### src/blp_pkg.sv
// ----------------------------------------------------------------------------
// blp_pkg
// Shared types, request codes and helpers of the batch latency predictor.
// ----------------------------------------------------------------------------
`default_nettype none

package blp_pkg;

	localparam int SIZE_CAP_DEF = 256;

	localparam logic [1:0] REQ_ENQUEUE    = 2'd0;
	localparam logic [1:0] REQ_COMPLETE   = 2'd1;
	localparam logic [1:0] REQ_START_IDLE = 2'd2;
	localparam logic [1:0] REQ_QUERY      = 2'd3;

	typedef enum logic [3:0] {
		ST_CLEAR,
		ST_IDLE,
		ST_E_RD,
		ST_E_MUL,
		ST_E_FIN,
		ST_Q_RD_A,
		ST_Q_MUL_A,
		ST_Q_RD_B,
		ST_Q_MUL_B,
		ST_Q_FIN,
		ST_C_RD,
		ST_C_TAB,
		ST_C_DIV,
		ST_C_WR,
		ST_STI,
		ST_ZERO_FIN
	} state_t;

	typedef enum logic [1:0] {
		OUT_ZERO,
		OUT_ENQ,
		OUT_QRY
	} out_sel_t;

	typedef struct packed {
		logic     capture;
		logic     clr_wr;
		logic     rd_a;
		logic     rd_b;
		logic     cap_a;
		logic     cost_a;
		logic     cap_b;
		logic     enq_upd;
		logic     cmp_upd;
		logic     sti_upd;
		logic     tab_wr;
		logic     load_out;
		out_sel_t out_sel;
	} cmd_t;

	typedef struct packed {
		logic clr_last;
		logic learn;
		logic div_busy;
	} sts_t;

	// (d * 3) / 4 with the product kept in 34 bits, bits 33:2 returned
	function automatic logic [31:0] three_quarter(input logic [31:0] d);
		logic [33:0] t;
		t = {2'b00, d} + {1'b0, d, 1'b0};
		return t[33:2];
	endfunction

endpackage

`default_nettype wire

### src/blp_ctrl.sv
// ----------------------------------------------------------------------------
// blp_ctrl
// Sequencer of the batch latency predictor: clearing pass, request decode
// and the step-by-step commands for the datapath.
// ----------------------------------------------------------------------------
`default_nettype none

module blp_ctrl import blp_pkg::*; (
	input  wire logic       clk,
	input  wire logic       arst_n,
	input  wire logic       start,
	input  wire logic [1:0] req_type,
	input  wire sts_t       sts,
	output      cmd_t       cmd,
	output      logic       busy,
	output      logic       done
);

	state_t state_q;
	state_t state_d;
	logic   done_q;

	always_ff @(posedge clk or negedge arst_n) begin
		if (!arst_n) begin
			state_q <= ST_CLEAR;
			done_q  <= 1'b0;
		end else begin
			state_q <= state_d;
			done_q  <= cmd.load_out;
		end
	end

	always_comb begin
		state_d = state_q;
		unique case (state_q)
			ST_CLEAR: begin
				if (sts.clr_last) begin
					state_d = ST_IDLE;
				end
			end
			ST_IDLE: begin
				if (start) begin
					unique case (req_type)
						REQ_ENQUEUE:    state_d = ST_E_RD;
						REQ_COMPLETE:   state_d = ST_C_RD;
						REQ_START_IDLE: state_d = ST_STI;
						REQ_QUERY:      state_d = ST_Q_RD_A;
						default:        state_d = ST_IDLE;
					endcase
				end
			end
			ST_E_RD:    state_d = ST_E_MUL;
			ST_E_MUL:   state_d = ST_E_FIN;
			ST_E_FIN:   state_d = ST_IDLE;
			ST_Q_RD_A:  state_d = ST_Q_MUL_A;
			ST_Q_MUL_A: state_d = ST_Q_RD_B;
			ST_Q_RD_B:  state_d = ST_Q_MUL_B;
			ST_Q_MUL_B: state_d = ST_Q_FIN;
			ST_Q_FIN:   state_d = ST_IDLE;
			ST_C_RD: begin
				// negative measured time or size zero learns nothing
				state_d = sts.learn ? ST_C_TAB : ST_ZERO_FIN;
			end
			ST_C_TAB:   state_d = ST_C_DIV;
			ST_C_DIV: begin
				if (!sts.div_busy) begin
					state_d = ST_C_WR;
				end
			end
			ST_C_WR:     state_d = ST_IDLE;
			ST_STI:      state_d = ST_IDLE;
			ST_ZERO_FIN: state_d = ST_IDLE;
			default:     state_d = ST_IDLE;
		endcase
	end

	always_comb begin
		cmd         = '0;
		cmd.out_sel = OUT_ZERO;
		unique case (state_q)
			ST_CLEAR: cmd.clr_wr = 1'b1;
			ST_IDLE:  cmd.capture = start;
			ST_E_RD:  cmd.rd_a = 1'b1;
			ST_E_MUL: cmd.cap_a = 1'b1;
			ST_E_FIN: begin
				cmd.enq_upd  = 1'b1;
				cmd.load_out = 1'b1;
				cmd.out_sel  = OUT_ENQ;
			end
			ST_Q_RD_A:  cmd.rd_a = 1'b1;
			ST_Q_MUL_A: cmd.cap_a = 1'b1;
			ST_Q_RD_B: begin
				cmd.rd_b   = 1'b1;
				cmd.cost_a = 1'b1;
			end
			ST_Q_MUL_B: cmd.cap_b = 1'b1;
			ST_Q_FIN: begin
				cmd.load_out = 1'b1;
				cmd.out_sel  = OUT_QRY;
			end
			ST_C_RD: begin
				cmd.rd_a    = 1'b1;
				cmd.cmp_upd = 1'b1;
			end
			ST_C_TAB: cmd.cap_b = 1'b1;
			ST_C_DIV: cmd.cap_b = 1'b0;
			ST_C_WR: begin
				cmd.tab_wr   = 1'b1;
				cmd.load_out = 1'b1;
			end
			ST_STI: begin
				cmd.sti_upd  = 1'b1;
				cmd.load_out = 1'b1;
			end
			ST_ZERO_FIN: cmd.load_out = 1'b1;
			default:     cmd.load_out = 1'b0;
		endcase
	end

	assign busy = state_q != ST_IDLE;
	assign done = done_q;

endmodule

`default_nettype wire

### config.mk
export PLATFORM = sky130hd
export DESIGN_NAME = blp_ctrl
export DESIGN_NICKNAME = d
export VERILOG_FILES = /design/src/blp_pkg.sv /design/src/blp_ctrl.sv
export SDC_FILE = /design/constraint.sdc
export NUM_CORES = 1
export LEC_CHECK = 0
export BUFFER_PORTS_ARGS = -buffer_cell sky130_fd_sc_hd__buf_4
export CAP_MARGIN = 0
export CORE_AREA = 2 2 39 41
export CTS_BUF_LIST = sky130_fd_sc_hd__clkbuf_2 sky130_fd_sc_hd__clkbuf_4 sky130_fd_sc_hd__clkbuf_8
export CTS_CLUSTER_DIAMETER = 30
export CTS_CLUSTER_SIZE = 10
export DETAILED_ROUTE_END_ITERATION = 8
export DIE_AREA = 0 0 41 43
export GPL_TIMING_DRIVEN = 0
export PLACE_DENSITY = 0.79
export SLEW_MARGIN = 25
export SYNTH_ARGS = -nofsm -noshare
export SYNTH_HDL_FRONTEND = slang
export SYNTH_SLANG_ARGS = --single-unit
### constraint.sdc
create_clock -name clk -period 1.46 [get_ports clk]
set_input_delay 0.219 -clock clk [delete_from_list [all_inputs] [get_ports clk]]
set_output_delay 0.219 -clock clk [all_outputs]
set_load 0.02 [all_outputs]
==> out/summary.md <==
Summed over all layers, the global routing overflow is 0. Number of global-route vias before repair: 573. The design draws 2.13 mW. Proportion of synthesized flip-flops having asynchronous set or reset: 1.00. The highest cell delay on the worst timing path works out to 0.39 ns.

The number of fill cells was 122; the average footprint of a synthesized cell was 7.14 sq um. The tree is rooted in a sky130_fd_sc_hd__clkbuf_4. Traced cell by cell, the critical path runs through buf_6 > nand2_1 > nor2_1 > buf_4 > buf_4.

For this design, the sink count on the clock tree is 5. Across the run, the number of max-cap violations was 0. The effective utilization at floorplan came out at 0.408.

Width of the die: 41 microns. No sink is reached through more buffers than the 2 on the longest clock path. The kind of launch point of the worst setup path is a register.

The critical path data required time is 1.24 ns. The average vias per placed instance works out to 5.13. The count of endpoints failing hold in the final timing report is 0.

For the pin with the worst max-slew slack, the measured transition is 0.331 ns. Counting every net in the synthesized netlist gives 91. The leakage component of the power is 0.468 nW. In the post-synthesis netlist, the biggest area contributors are sky130_fd_sc_hd__dfrtp_1, sky130_fd_sc_hd__ha_1, sky130_fd_sc_hd__nor2_1. The worst register-to-register path begins at state_q[3].

The fraction of layout cells with a size suffix above 1 is 0.496. For the depth of the CTS H-tree, the log shows 1. The critical path's most frequent cell is sky130_fd_sc_hd__buf_4. The run gives 0 as the number of pins exceeding their max-slew limit in the final report. STA classifies the critical path endpoint as a primary output. The number of buffers inserted during clock tree synthesis came out at 3.

The register-to-register path setup slack is 0 ns. The count of cell types in the netlist is 31, and the post-layout worst setup margin is -0.0744 ns. The total area of multi-input combinational cells was 443 sq um. For this run, the leading register cell type out of synthesis is sky130_fd_sc_hd__dfrtp_1.

The minimum period implied by the final worst setup slack works out to 1.53 ns. The mapped netlist covers 564 sq um. The floorplan step defined a die boundary enclosing 0.00176 sq mm. The endpoint identified for the worst register-to-register timing path is state_q[1]. After the last flow step, the layout net total stands at 128.

On the final layout, the worst clock skew is 0.00391 ns. During synthesis, Yosys emitted a total of 0 warnings. The final cell utilization of the core came out at 0.688. The logs give 11 for the maximum number of pins on one net before global-route repair and 2350 microns for the global-route wire length before repair.

Counting flops and latches in the post-synthesis netlist gives 5. The first detailed-routing pass took 4 iterations. The run finished, with violations left. TritonCTS built the clock tree.

The routed design has 1560 microns of wire. The power per standard cell area works out to 2240 mW/mm^2. Measured in cells, the most critical reg-to-reg path has a length of 5. The type of the worst setup path was reg2out. Dividing the detail-routed wire length by the instance count gives 11.9 microns. The kind of cell with the highest combined delay along the critical path is buffers and inverters. For the worst setup path, the data arrival time is 1.32 ns. Synthesis handed over a netlist of 79 instances.

The area taken by flip-flops and latches is 126 sq um. The largest fanout on the critical path is 10. 24 I/O pins were placed. The normalized max-slew margin came out at 0.777. The initial antenna violation count is 0, and the fraction of the yosys area taken by sequential cells is 0.222. The logs give 0.832 for the global placement routability congestion and 21 for the starting DRC count in detailed routing. The logs give 652 MHz for the highest achievable clock rate and 1.33 mV for the maximum resistive drop on vdd. Counting both buffers and inverters, the worst setup path holds a total of 3. Among all stages on the critical path, the largest delay is contributed by sky130_fd_sc_hd__dfrtp_1. The run gives 0.0266 ns as the setup slack after placement. The floorplan has 14 rows. The fraction of post-synthesis cell area in the top cell type by area is 0.222, and the final period utilization is 1.05. The CTS clock-pin slew for the worst setup and hold paths was 0.04 ns.

The aggregate global-route resource usage was 0.192. For the antenna diode count, the log shows 0. Of all cell types, the one taking the most synthesized area is sky130_fd_sc_hd__dfrtp_1. The detail route stage leaves a number of antenna-violating nets equal to 0. The placed wire-length estimate was 1060 microns; the y dimension of the die was 43 microns. The total area inside the core boundary comes to 0.00138 sq mm. Once layout is done, the placed cells without fillers occupy 952 sq um.

Path category of the worst min-delay check: in2async. Hold timing on the final database bottoms out at a slack of 0.313 ns. Port buffering added 23 buffers.

Setup violations remaining at the end of the flow were counted as 6. In this run the cell area measured after placement is 767 sq um. Setup repair after global routing could not meet its margin everywhere. The total number of vias came out at 672. From synthesis to final layout, the design area changed by 68.7%.

The clock latency at the later pin of the worst-skew pair is 0.24 ns, and the number of enable-type register cells in the synthesized netlist is 0. The final reports fail on negative setup slack. For this run, design rule violations remaining after detail routing come to 0.
synthesized netlist by cell type (all sizes together), types with 2 or more instances:
cell type	instances
nor2	12
a21oi	8
nand2	7
buf	6
dfrtp	5
inv	5
nand2b	5
o21ai	5
ha	4
and3	2
nor2b	2
nor3	2
layout by cell type (no fill, tap or decap), drive strengths merged:
master	count
o22ai	1
a21oi	8
nand3	1
and3	2
a22o	1
nand2b	5
nor2b	2
clkbuf	4
xnor2	1
a211oi	1
a31oi	1
nor3	2
nand2	7
o2bb2ai	1
dfrtp	5
a21o	1
buf	38
o21ai	5
nor3b	1
o21bai	1
or3	1
a22oi	1
mux2i	1
nor2	12
inv	5
o21a	1
dlygate4sd3	1
or2	1
ha	4
state kept, by name, summed over array words and instances, names as in the netlist:
name / flops
done: 1
state_q: 4
worst register-to-register path, cell delays in order (launching register included):
cell and delay, ns:
sky130_fd_sc_hd__dfrtp_2 0.44, sky130_fd_sc_hd__buf_4 0.15, sky130_fd_sc_hd__nor2b_1 0.18, sky130_fd_sc_hd__o21ai_0 0.19
sky130_fd_sc_hd__a211oi_2 0.28, sky130_fd_sc_hd__o21a_1 0.16
worst max path at each step:
stage,start,endpoint,slack (ns),cells past startpoint
finish,state_q[0],cmd[10],-0.07,5
global route,state_q[0],cmd[10],-0.15,5
CTS,state_q[3],cmd[2],-0.08,5
detailed placement,state_q[3],cmd[2],0.03,5
global placement,state_q[3],cmd[2],0.05,5
floorplan,state_q[3],cmd[10],0.04,3
what timing repair did:
item / in CTS / in global routing
hold buffers: 1 / 0
resized for setup: 12 / 10
setup buffers: 6 / 3
setup endpoints to repair: 14 / 18
endpoints found under the hold margin: 5 / 0
pin swaps: 5 / 3
power by group:
part           internal [mW]  switching (mW)
logic                  0.814           0.888
clock network          0.122          0.0529
registers              0.204          0.0535
total                   1.14           0.994
area by class of cell:
| cell class | instances | share of cell area |
|---|---|---|
| Sequential cell | 5 | 0.133 |
| Clock buffer | 4 | 0.0315 |
| Buffer | 6 | 0.0591 |
| Timing Repair Buffer | 33 | 0.271 |
| Tap cell | 16 | 0.0210 |
| Inverter | 5 | 0.0197 |
| Multi-Input combinational cell | 62 | 0.465 |
kinds of logic (layout without fill, tap and decap cells):
logic type               count (synthesis)  after routing  synth area share
adder cells (fa/ha/maj)                  4              4            0.0887
flip-flops                               5              5             0.222
multiplexers                             1              1            0.0177
XOR/XNOR                                 1              1            0.0155
AO/OA/AOI/OAI                           22             22             0.251
buffers and inverters                   12             48             0.109
AND/OR/NAND/NOR                         34             34             0.297
layer usage:
layer  vias to the layer above  wire length (microns)  GRT usage
li1                        334                      -          -
met1                       304                    603      0.211
met2                        32                    828      0.328
met3                         2                    111     0.0681
met4                         0                     12     0.0533
met5                         -                      0          0
metrics by stage:
stage,TNS [ns],instances
4_1_cts,-0.311,128
6_report,-0.318,131
3_3_place_gp,0,118
2_1_floorplan,0,79
5_1_grt,-1.19,131
3_5_place_dp,0,118
Power figures use the tool's default switching activity.
